File: config.mk
export PLATFORM = sky130hd
export DESIGN_NAME = lpuic_ctrl
export DESIGN_NICKNAME = d
export VERILOG_FILES = /design/src/sv/lpuic_pkg.sv /design/src/sv/lpuic_ctrl.sv
export SDC_FILE = /design/constraint.sdc
export NUM_CORES = 1
export LEC_CHECK = 0
export BUFFER_PORTS_ARGS = -buffer_cell sky130_fd_sc_hd__buf_4
export CORE_AREA = 2 2 39 41
export CTS_CLUSTER_DIAMETER = 30
export DETAILED_ROUTE_END_ITERATION = 16
export DIE_AREA = 0 0 41 43
export GPL_TIMING_DRIVEN = 0
export PLACE_DENSITY = 0.54
export RECOVER_POWER = 25
export SETUP_SLACK_MARGIN = 0.02
export SLEW_MARGIN = 40
export SYNTH_ARGS = -nofsm -noshare
export SYNTH_HDL_FRONTEND = slang
export SYNTH_SLANG_ARGS = --single-unit
File: constraint.sdc
create_clock -name clock -period 1.6 [get_ports clock]
set_input_delay 0.32 -clock clock [delete_from_list [all_inputs] [get_ports clock]]
set_output_delay 0.32 -clock clock [all_outputs]
set_load 0.02 [all_outputs]
File: src/sv/lpuic_pkg.sv
// shared types and constants for the label pair id counter
// no dependencies; used by lpuic_ctrl, lpuic_dp and the top level
`default_nettype none

package lpuic_pkg;

   localparam int LABEL_W    = 32;
   localparam int COUNT_W    = 31;
   localparam int FACE_ID_W  = 9;
   localparam int CMD_W      = 2;
   localparam int STATUS_W   = 2;

   localparam int REQ_DATA_W = 80;
   localparam int REQ_USER_W = 2;
   localparam int RSP_DATA_W = 104;
   localparam int RSP_USER_W = 3;

   localparam logic [CMD_W-1:0] CMD_CLASSIFY = 2'd0;
   localparam logic [CMD_W-1:0] CMD_READ     = 2'd1;
   localparam logic [CMD_W-1:0] CMD_CLEAR    = 2'd2;

   localparam logic [STATUS_W-1:0] ST_OK         = 2'd0;
   localparam logic [STATUS_W-1:0] ST_FULL       = 2'd1;
   localparam logic [STATUS_W-1:0] ST_UNASSIGNED = 2'd2;

   localparam logic [COUNT_W-1:0] COUNT_MAX = '1;

   typedef struct packed {
      logic [FACE_ID_W-1:0] face_id;
      logic [LABEL_W-1:0]   lower_label;
      logic [LABEL_W-1:0]   upper_label;
      logic [COUNT_W-1:0]   triangle_count;
      logic                 is_new;
      logic [STATUS_W-1:0]  status;
   } result_type;

   // controller to datapath
   typedef struct packed {
      logic load;        // capture item, start probe at its hash slot
      logic res_zero;    // all-zero result
      logic probe_next;  // step to next hash slot
      logic insert;      // new pair: write slot and entry, bump next id
      logic drop;        // new pair with the table full
      logic bump;        // known pair: raise count
      logic read_res;    // result from an entry read
      logic sweep;       // clear one hash slot
      logic reset_ids;   // next id back to one
      logic out_load;    // move result into the output register
   } ctrl_cmd_type;

   // datapath to controller
   typedef struct packed {
      logic [CMD_W-1:0] item_cmd;
      logic             slot_empty;
      logic             key_match;
      logic             table_full;
      logic             sweep_last;
   } dp_status_type;

endpackage

`default_nettype wire

File: src/sv/lpuic_ctrl.sv
// controller state machine for the label pair id counter
// depends on lpuic_pkg; drives lpuic_dp through ctrl_cmd_type
`default_nettype none

module lpuic_ctrl (
   input  wire                     clock,
   input  wire                     reset,
   input  wire                     req_tvalid,
   output logic                    req_tready,
   output logic                    rsp_tvalid,
   input  wire                     rsp_tready,
   input  lpuic_pkg::dp_status_type status,
   output lpuic_pkg::ctrl_cmd_type  ctrl
);

   localparam logic [2:0] S_INIT     = 3'd0;
   localparam logic [2:0] S_IDLE     = 3'd1;
   localparam logic [2:0] S_SLOT_RD  = 3'd2;
   localparam logic [2:0] S_SLOT_CHK = 3'd3;
   localparam logic [2:0] S_KEY_CHK  = 3'd4;
   localparam logic [2:0] S_READ     = 3'd5;
   localparam logic [2:0] S_CLEAR    = 3'd6;
   localparam logic [2:0] S_DONE     = 3'd7;

   logic [2:0] state_ff, state_in;
   logic       rsp_valid_ff, rsp_valid_in;
   logic       accept;
   logic       out_free;

   assign req_tready = (state_ff == S_IDLE);
   assign accept     = req_tvalid && req_tready;
   assign out_free   = !rsp_valid_ff || rsp_tready;
   assign rsp_tvalid = rsp_valid_ff;

   always_comb begin
      ctrl     = '0;
      state_in = state_ff;
      unique case (state_ff)
         S_INIT: begin
            ctrl.sweep = 1'b1;
            if (status.sweep_last) begin
               state_in = S_IDLE;
            end
         end
         S_IDLE: begin
            if (accept) begin
               ctrl.load = 1'b1;
               unique case (status.item_cmd)
                  lpuic_pkg::CMD_CLASSIFY: state_in = S_SLOT_RD;
                  lpuic_pkg::CMD_READ:     state_in = S_READ;
                  lpuic_pkg::CMD_CLEAR:    state_in = S_CLEAR;
                  default: begin
                     ctrl.res_zero = 1'b1;
                     state_in      = S_DONE;
                  end
               endcase
            end
         end
         S_SLOT_RD: begin
            state_in = S_SLOT_CHK;
         end
         S_SLOT_CHK: begin
            if (status.slot_empty) begin
               if (status.table_full) begin
                  ctrl.drop = 1'b1;
               end else begin
                  ctrl.insert = 1'b1;
               end
               state_in = S_DONE;
            end else begin
               state_in = S_KEY_CHK;
            end
         end
         S_KEY_CHK: begin
            if (status.key_match) begin
               ctrl.bump = 1'b1;
               state_in  = S_DONE;
            end else begin
               ctrl.probe_next = 1'b1;
               state_in        = S_SLOT_RD;
            end
         end
         S_READ: begin
            ctrl.read_res = 1'b1;
            state_in      = S_DONE;
         end
         S_CLEAR: begin
            ctrl.sweep = 1'b1;
            if (status.sweep_last) begin
               ctrl.reset_ids = 1'b1;
               ctrl.res_zero  = 1'b1;
               state_in       = S_DONE;
            end
         end
         S_DONE: begin
            if (out_free) begin
               ctrl.out_load = 1'b1;
               state_in      = S_IDLE;
            end
         end
         default: begin
            state_in = S_INIT;
         end
      endcase
   end

   always_comb begin
      rsp_valid_in = rsp_valid_ff;
      if (ctrl.out_load) begin
         rsp_valid_in = 1'b1;
      end else if (rsp_tready) begin
         rsp_valid_in = 1'b0;
      end
   end

   always_ff @(posedge clock) begin
      if (reset) begin
         state_ff     <= S_INIT;
         rsp_valid_ff <= 1'b0;
      end else begin
         state_ff     <= state_in;
         rsp_valid_ff <= rsp_valid_in;
      end
   end

endmodule

`default_nettype wire

Word level (Yosys, flattened, before mapping)
Index checks and enable logic that the tools add are counted.
- shifts and indexed selects: 0
- reductions and logical operators: 9
- multiply operators: 0
- multiplexer cells: 28
- $add $sub $neg: 0
- div/mod/pow operators: 0
- bitwise logic cells: 0
- equal/unequal tests: 13
- order comparisons: 0
- operators with widths (operator ; number):
    $pmux W3 S8 ; 1
    $mux W1 ; 16
    $mux W3 ; 5
    $eq A3 B3 Y1 const B ; 4
    $pmux W3 S3 ; 1
    $mux W2 ; 4
    $eq A3 B2 Y1 const B ; 2
    $ne A2 B2 Y1 const B ; 3
    $reduce_and A4 Y1 ; 1
    $eq A3 B1 Y1 const B ; 1
    $logic_not A3 Y1 ; 1
    $reduce_or A3 Y1 ; 1
    $eq A2 B1 Y1 const B ; 1
    $eq A2 B2 Y1 const B ; 1
    $logic_not A2 Y1 ; 1
    $ne A2 B1 Y1 const B ; 1
    $pmux W1 S2 ; 1
    $reduce_bool A2 Y1 ; 1
    $reduce_or A2 Y1 ; 1
    $logic_and A1 B1 Y1 ; 1
    $logic_not A1 Y1 ; 1
    $logic_or A1 B1 Y1 ; 1
- input bits: 10
- bits in latches: 0
- memories: 0
- register bits: 4
- output and inout port bits: 12
- word-level logic and storage cells: 52
- bits in writable memories: 0
- memory bits (read-only): 0

Logic depth before layout (Yosys ltp)
Gate-level depths: netlist (run 1).
- depth after elaboration: 5
- mapped depth: 5
- gate-level depth less buffers: 3

Least setup slack after synthesis (run 1)
No wires, ideal clock.
- kind: reg-to-output
- start: register state_ff[0]
- end: output port ctrl[8] (netlist bit)
- setup slack: -0.136 ns
- data required time: 1.280 ns
- cell stages (with the launch flop): 5
- data arrival time: 1.416 ns
- cell sequence: dfxtp_1 -> buf_6 -> nor3b_2 -> and2_1 -> a31o_1
- RTL lines (element ; RTL line ; text):
    start: declaration ; lpuic_ctrl.sv:25 ; logic [2:0] state_ff, state_in;
    start signal: assignment ; lpuic_ctrl.sv:121 ; state_ff <= state_in;
    end: declaration ; lpuic_ctrl.sv:13 ; output lpuic_pkg::ctrl_cmd_type ctrl

==> impl_metrics.json, run 1 <==
{
  "row_count": 14,
  "rsz0062_at_grt": "true",
  "final_area_um2": 664.4,
  "syn_nets": 59,
  "timing.final.crit_share_pct": 99.03,
  "drv_cap": 0,
  "dp_hpwl_um": 819.5,
  "worstMarginPinSlew_ns": 0.3502,
  "yosysUniqueCellTypes": 32,
  "final_antenna_net_count": 0,
  "synth-seq-cells": 4,
  "holdBufCountCts": 0,
  "avgSynthCellArea_um2": 8.171,
  "multi_input_area_um2": 312.8,
  "drive_gt1_share_pct": 56.00,
  "io_buffer_count": 21,
  "netlist_instances": 49,
  "clk_path_buf_depth": 2,
  "cts_tree": "done",
  "placed_cells_incl_taps": 86,
  "reg2reg_to": "state_ff[2]",
  "criticalPathCategory": "reg2out",
  "top_usage_layer": "met2",
  "start_util_pct": 28.93,
  "outcome": "completed",
  "leakage_nw": 0.3054,
  "async_reset_ff_share_pct": 0,
  "ff2ff_setup_slack_ns": 0.34,
  "drt_iter0_drc": 7,
  "cts_buffers": 3,
  "gp_congestion": 0.7255,
  "place_area_um2": 598.1,
  "grt_pass1_wl_um": 1821,
  "critPathLaunch": "state_ff[0]",
  "synth_area_um2": 400.4,
  "grt_max_degree": 11,
  "rr_worst_depth": 4,
  "dieHeight_um": 43,
  "grtUsageMet3_pct": 9.424,
  "setup_viol": 0,
  "cp_max_fo": 3,
  "cts_sinks": 4,
  "clock_latency_ns": 0.24,
  "drc_errors": 0,
  "antenna_found_initial": 0,
  "finalMaxSlewViolations": 0,
  "place_ws_ns": 0.1234,
  "synth-edff-count": 0,
  "hold_viol": 0,
  "firstDrtPassIters": 4,
  "via_per_inst": 5.319,
  "grt_use_met1_pct": 20.77,
  "nFillCells": 139,
  "fin_ws_ns": 0.01545,
  "num_vias": 484,
  "min_to": "rsp_tvalid",
  "n_antenna_cell": 0,
  "skew_ns": 0.009904,
  "met2_usage_pct": 21.88,
  "max_freq_mhz": 631.1,
  "area_growth_syn_to_layout_pct": 65.94,
  "r2r-start": "state_ff[0]",
  "routed_wl_um": 1147,
  "crit_arrival_ns": 1.26,
  "ctsHtreeMaxLevel": 1,
  "cts_root_buf": "clkbuf_4",
  "die_w_um": 41,
  "layout.nets": 87,
  "p_per_area_nw_per_um2": 560.1,
  "crit_path_start_kind": "register",
  "min_from": "reset",
  "ir_drop_mv": 0.4380,
  "synth.yosys.seq_area_share_pct": 20.00,
  "ios": 22,
  "cp.required_ns": 1.28,
  "regArea_um2": 83.83,
  "wl_per_cell_um": 12.60,
  "maxSlewHeadroom_pct": 76.61,
  "fin_crit_ns": 1.585,
  "track_usage_pct": 15.33,
  "crit_path_end_kind": "output port",
  "worstHoldPathCells": 2,
  "coreArea_um2": 1384,
  "die_area_um2": 1763,
  "first_global_vias": 411,
  "ys.flop_type": "dfxtp_1",
  "yosysWarnings": 0,
  "gr-total-overflow": 0,
  "path_clk_slew_ns": 0.03,
  "finalNonFillerCells": 91,
  "hold_class": "in2reg"
}
## cell families after synthesis
family | after synthesis | share of synthesized area, %
DFF | 4 | 20.00
buffers and inverters | 7 | 11.88
and+or+nand+nor | 23 | 35.63
AOI/OAI and AO/OA | 15 | 32.50
## stage by stage
| stage | hold WS (ns) | TNS (ns) | total power, W | util [%] |
|---|---|---|---|---|
| floorplan | 0.3891 | -0.007870 | 0.0001816 | - |
| global placement | 0.5309 | 0 | 0.0002277 | 43.22 |
| detailed placement | 0.5238 | 0 | 0.0002277 | 43.22 |
| CTS | 0.2826 | 0 | 0.0003706 | 47.65 |
| global route | 0.2852 | -0.1214 | 0.0003932 | 48.01 |
| finish | 0.2845 | 0 | 0.0003721 | 48.01 |
## placed cells by master (no fill, tap or decap)
cell	count
buf_4	24
nor2_1	6
buf_6	3
nand2b_1	3
a21oi_1	3
clkbuf_4	3
dfxtp_2	3
and2_4	2
inv_1	2
nand2_1	2
a31o_1	2
and3_1	1
and3b_1	1
nor4bb_4	1
nor3b_4	1
nand4b_1	1
nor4b_4	1
or2_1	1
a32oi_1	1
nor3_1	1
a31oi_1	1
o221a_2	1
a211oi_1	1
a211oi_2	1
a21o_2	1
o211ai_1	1
and2b_1	1
a2111oi_2	1
or3_1	1
o32a_1	1
a41o_1	1
clkbuf_1	1
dfxtp_1	1
## worst max-delay path: stages, from the launching register on
cell	delay, ns
dfxtp_2	0.33
buf_6	0.10
nor3b_4	0.18
and2_4	0.16
a31o_1	0.14
buf_6	0.12
## layer usage
metal / up-vias / wire length, µm
met3: 0 / 81
met1: 230 / 532
li1: 239 / -
met4: 0 / 0
met5: - / 0
met2: 15 / 532
## cell usage after synthesis (all sizes together), types with 2 or more instances
master / number / area (µm²)
buf: 5 / 40.04
and2: 2 / 13.77
nor2: 6 / 22.52
nand2b: 3 / 18.77
inv: 2 / 7.510
a31o: 2 / 17.52
a21oi: 3 / 15.01
a211oi: 2 / 20.02
nand2: 2 / 7.510
dfxtp: 4 / 80.08
## area by class of cell
class / instances / area share, %
timing repair buffer: 23 / 25.99
buffer: 5 / 6.780
clock buffer: 3 / 3.390
inverter: 2 / 1.130
multi-input combinational: 38 / 47.08
tap: 16 / 3.013
sequential: 4 / 12.62
## repair_timing
| item | in CTS | in global routing |
|---|---|---|
| gates resized for setup | 9 | 1 |
| buffers inserted | 2 | 0 |
| setup endpoints to repair | 7 | 5 |
| pin swaps | 1 | 1 |
## how the worst max path moves through the flow
stage | to | slack (ns)
floorplan | ctrl[8] | -0.008
global placement | ctrl[8] | 0.13
detailed placement | ctrl[8] | 0.12
CTS | ctrl[8] | 0.01
global route | ctrl[8] | -0.05
finish | ctrl[8] | 0.02
## report_power, final
group,internal (W),leakage (nW),switching [W]
clock network,0.0000843,0.0138,0.0000472
registers,0.000105,0.0338,0.00000381
logic,0.0000705,0.258,0.0000617
total,0.000259,0.305,0.000113
## flip-flops by register name, summed over array words and instances (netlist names)
register,count
state_ff,3
rsp_tvalid,1
(Power assumes the default switching activity.)
==> run 2: changes to the inputs <==
- clock period: 1.6 -> 1.5 ns (I/O delays scaled with it)
==> impl_metrics.json, run 2 (synthesized netlist as in run 1, its figures left out) <==
{
  "timing.final.crit_share_pct": 103.8,
  "coreArea_um2": 1384,
  "drive_gt1_share_pct": 61.04,
  "track_usage_pct": 15.53,
  "firstDrtPassIters": 4,
  "skew_ns": 0.007215,
  "ir_drop_mv": 0.4602,
  "antenna_found_initial": 0,
  "via_per_inst": 5.258,
  "violations": "negative setup slack",
  "outcome": "complete, but fails checks",
  "grt_pass1_wl_um": 1849,
  "clk_path_buf_depth": 2,
  "dp_hpwl_um": 819.5,
  "cpPeakStageDelay_ns": 0.33,
  "first_global_vias": 412,
  "dieHeight_um": 43,
  "setup_viol": 3,
  "crit_path_start_kind": "register",
  "cts_tree": "done",
  "cpMostUsedCell": "buf_6",
  "leakage_nw": 0.3198,
  "fin_crit_ns": 1.556,
  "worstMarginPinSlew_ns": 0.3507,
  "die_area_um2": 1763,
  "place_ws_ns": 0.04338,
  "num_vias": 489,
  "start_util_pct": 28.93,
  "io_buffer_count": 21,
  "holdWs_ns": 0.2698,
  "finalMaxSlewViolations": 0,
  "holdBufCountCts": 0,
  "gr-total-overflow": 0,
  "area_growth_syn_to_layout_pct": 75.94,
  "rsz0062_at_grt": "true",
  "crit_path_end_kind": "output port",
  "ctsHtreeMaxLevel": 1,
  "row_count": 14,
  "max_freq_mhz": 642.5,
  "fin_ws_ns": -0.05649,
  "maxSlewHeadroom_pct": 76.58,
  "routed_wl_um": 1197,
  "crit_slowest_cell": "dfxtp_2",
  "drc_errors": 0,
  "cts_root_buf": "clkbuf_4",
  "die_w_um": 41,
  "cp.required_ns": 1.20,
  "path_clk_slew_ns": 0.03,
  "wl_per_cell_um": 12.87,
  "cp_max_fo": 3,
  "ios": 22,
  "crit_chain": "buf_6, nor3b_4, and2_4, a31o_1, buf_6",
  "crit_arrival_ns": 1.26,
  "layout_commonest_cell": "buf_4",
  "n_antenna_cell": 0,
  "hold_class": "in2reg",
  "clock_latency_ns": 0.24,
  "gp_congestion": 0.7255,
  "cts_sinks": 4,
  "final_antenna_net_count": 0,
  "criticalPathCategory": "reg2out",
  "cts_buffers": 3,
  "layout_common_cells": "24 x buf_4, 5 x nor2_1, 4 x buf_6",
  "drv_cap": 0,
  "drt_iter0_drc": 9,
  "largest_reg_flops": 3,
  "grt_max_degree": 11,
  "hold_viol": 0,
  "largest_register": "state_ff",
  "layout.nets": 89,
  "p_per_area_nw_per_um2": 562.3
}
run 2: changes by cell type in the layout (fill, tap and decap cells not counted), sizes merged:
cell  change
buf       +2
run 2: through the flow:
| step | power, W | TNS [ns] | utilization (%) | instances | instance area (µm²) |
|---|---|---|---|---|---|
| after CTS | 0.0003949 | -0.1237 | 48.92 | 92 | 676.9 |
| final | 0.0003961 | -0.09901 | 50.90 | 93 | 704.4 |
| after global routing | 0.0004219 | -0.4533 | 50.90 | 93 | 704.4 |
| after global placement | 0.0002429 | 0 | 43.22 | 86 | 598.1 |
| after detailed placement | 0.0002429 | 0 | 43.22 | 86 | 598.1 |
| after floorplan | 0.0001937 | -0.08787 | - | 49 | 420.4 |
run 2: area by class of cell:
cell class	instances	area, µm²
timing repair buffer	25	187.7
sequential	4	88.84
buffer	5	56.30
fill	132	679.4
multi-input combinational	38	321.6
clock buffer	3	22.52
inverter	2	7.507
tap	16	20.02
run 2: metal layers:
metal,global-route usage (%),wire [µm]
met4,0,0
met5,0,0
met2,21.88,567
met1,21.41,543
met3,9.424,87
run 2: path summary, 6_finish.rpt:
path                             startpoint           to  slack (ns)  cells past startpoint
worst min-delay path                  reset   rsp_tvalid        0.27                      2
worst max-delay path            state_ff[0]      ctrl[8]       -0.06                      5
worst max register to register  state_ff[1]  state_ff[2]        0.15                      4
worst min register to register   rsp_tvalid   rsp_tvalid        0.53                      2
run 2: critical path, delay by kind of cell, from the launching register on:
| kind | cells | cell delay [ns] |
|---|---|---|
| DFF | 1 | 0.33 |
| and+or+nand+nor | 2 | 0.33 |
| buffers and inverters | 2 | 0.22 |
| AOI/OAI and AO/OA | 1 | 0.14 |
run 2: what timing repair did:
action / in CTS / in global routing
resized for setup: 12 / 6
buffers inserted: 3 / 1
cloned: 0 / 0
endpoints found under the setup margin: 9 / 9
pin swaps: 3 / 1
hold endpoints to repair: 0 / 0
run 2: power breakdown:
part | switching (W) | internal, W
sequential | 0.00000457 | 0.000109
clock | 0.0000468 | 0.0000897
combinational | 0.0000676 | 0.0000787
total | 0.000119 | 0.000277
==> run 3: changes to the inputs <==
- REMOVE_ABC_BUFFERS: unset -> 1
==> impl_metrics.json, run 3 (synthesized netlist as in run 1, its figures left out) <==
{
  "outcome": "complete, but fails checks",
  "violations": "negative setup slack",
  "n_antenna_cell": 0,
  "start_util_pct": 28.93,
  "crit_chain": "nor3b_4, and2_4, a31o_1, buf_6",
  "cp_max_fo": 8,
  "gr-total-overflow": 0,
  "drv_cap": 0,
  "p_clk_share_pct": 34.9,
  "maxSlewHeadroom_pct": 82.22,
  "leakage_nw": 0.3377,
  "coreArea_um2": 1384,
  "fin_crit_ns": 1.538,
  "max_freq_mhz": 650.2,
  "first_global_vias": 469,
  "layout_commonest_cell": "buf_4",
  "ir_drop_mv": 0.3658,
  "cts_buffers": 3,
  "ios": 22,
  "holdBufCountCts": 0,
  "hold_class": "in2reg",
  "setup_viol": 4,
  "via_per_inst": 5.072,
  "antenna_found_initial": 0,
  "crit_slowest_cell": "dfxtp_4",
  "io_buffer_count": 21,
  "seqPwrFrac_pct": 28.8,
  "num_vias": 492,
  "drt_iter0_drc": 12,
  "place_area_um2": 538.0,
  "grt_pass1_wl_um": 2070,
  "path_clk_slew_ns": 0.04,
  "dieHeight_um": 43,
  "crit_arrival_ns": 1.24,
  "routed_wl_um": 1317,
  "criticalPathCategory": "reg2out",
  "finalMaxSlewViolations": 0,
  "die_area_um2": 1763,
  "cts_tree": "done",
  "final_antenna_net_count": 0,
  "cts_sinks": 4,
  "drive_gt1_share_pct": 59.26,
  "final_area_um2": 719.4,
  "dp_hpwl_um": 694.4,
  "cp.required_ns": 1.20,
  "ff2ff_setup_slack_ns": 0.09,
  "row_count": 14,
  "skew_ns": 0.006532,
  "comb_power_share_pct": 36.3,
  "gp_congestion": 0.7266,
  "cts_root_buf": "clkbuf_4",
  "ctsHtreeMaxLevel": 1,
  "wl_per_cell_um": 13.58,
  "timing.final.crit_share_pct": 102.5,
  "grt_max_degree": 11,
  "track_usage_pct": 17.15,
  "area_growth_syn_to_layout_pct": 79.69,
  "die_w_um": 41,
  "firstDrtPassIters": 4,
  "worstMarginPinSlew_ns": 0.2666,
  "clk_path_buf_depth": 2,
  "p_per_area_nw_per_um2": 555.2,
  "crit_path_start_kind": "register",
  "fin_ws_ns": -0.03807,
  "drc_errors": 0,
  "crit_path_end_kind": "output port",
  "p_switching_w": 0.0001218,
  "fin_setup_tns_ns": -0.07158,
  "layout_common_cells": "25 x buf_4, 6 x nor2_1, 6 x buf_6",
  "clock_latency_ns": 0.24,
  "hold_viol": 0,
  "largest_register": "state_ff",
  "intPower_w": 0.0002776,
  "cpPeakStageDelay_ns": 0.37,
  "switching_share_pct": 30.50,
  "rsz0062_at_grt": "true",
  "largest_reg_flops": 3,
  "layout.nets": 93
}
[run 3: per-layer routing]
| metal | up-vias | routed length, µm | GRT usage (%) |
|---|---|---|---|
| li1 | 247 | - | - |
| met1 | 226 | 612 | 25.32 |
| met2 | 19 | 602 | 24.06 |
| met3 | 0 | 102 | 6.283 |
| met4 | 0 | 0 | 2.000 |
| met5 | - | 0 | 0 |
[run 3: what timing repair did]
item | 4_1_cts | 5_1_grt
resized for setup | 17 | 4
setup endpoints to repair | 13 | 11
pin swaps | 4 | 5
buffers inserted | 11 | 2
cloned | 0 | 0
[run 3: cell type report]
type | instances | area (µm²)
Clock buffer | 3 | 22.52
Inverter | 2 | 7.507
Sequential cell | 4 | 91.34
Multi-Input combinational cell | 38 | 306.5
Timing Repair Buffer | 34 | 271.5
Tap cell | 16 | 20.02
Fill cell | 143 | 664.4
[run 3: power groups by stage]
stage	combinational [W]	clock [W]	sequential (W)
after global placement	0.0000937	0	0.000130
after global routing	0.000155	0.000156	0.000115
after floorplan	0.0000510	0	0.000125
final	0.000145	0.000139	0.000115
after CTS	0.000133	0.000143	0.000114
after detailed placement	0.0000937	0	0.000129
[run 3: path summary, 6_finish.rpt]
kind	startpoint	to	cells after the start
max reg2reg	state_ff[1]	state_ff[2]	5
min	reset	rsp_tvalid	2
max	state_ff[2]	ctrl[8]	4
min reg2reg	rsp_tvalid	rsp_tvalid	2
[run 3: stage by stage]
stage | setup slack, ns | util, % | total power (W) | cells | hold WS [ns]
after detailed placement | -0.2076 | 38.88 | 0.0002231 | 81 | 0.5119
after floorplan | -0.4315 | - | 0.0001760 | 44 | 0.3691
after CTS | -0.02059 | 49.46 | 0.0003904 | 95 | 0.2583
after global placement | -0.2262 | 38.88 | 0.0002235 | 81 | 0.5096
after global routing | -0.1205 | 51.99 | 0.0004259 | 97 | 0.2726
final | -0.03807 | 51.99 | 0.0003994 | 97 | 0.2778
[run 3: worst max-delay path: cells and delay by family (launching register included)]
family                 cells  cell delay (ns)
flip-flops                 1             0.37
AND/OR/NAND/NOR            2             0.37
AO/OA/AOI/OAI              1             0.15
buffers and inverters      1             0.12
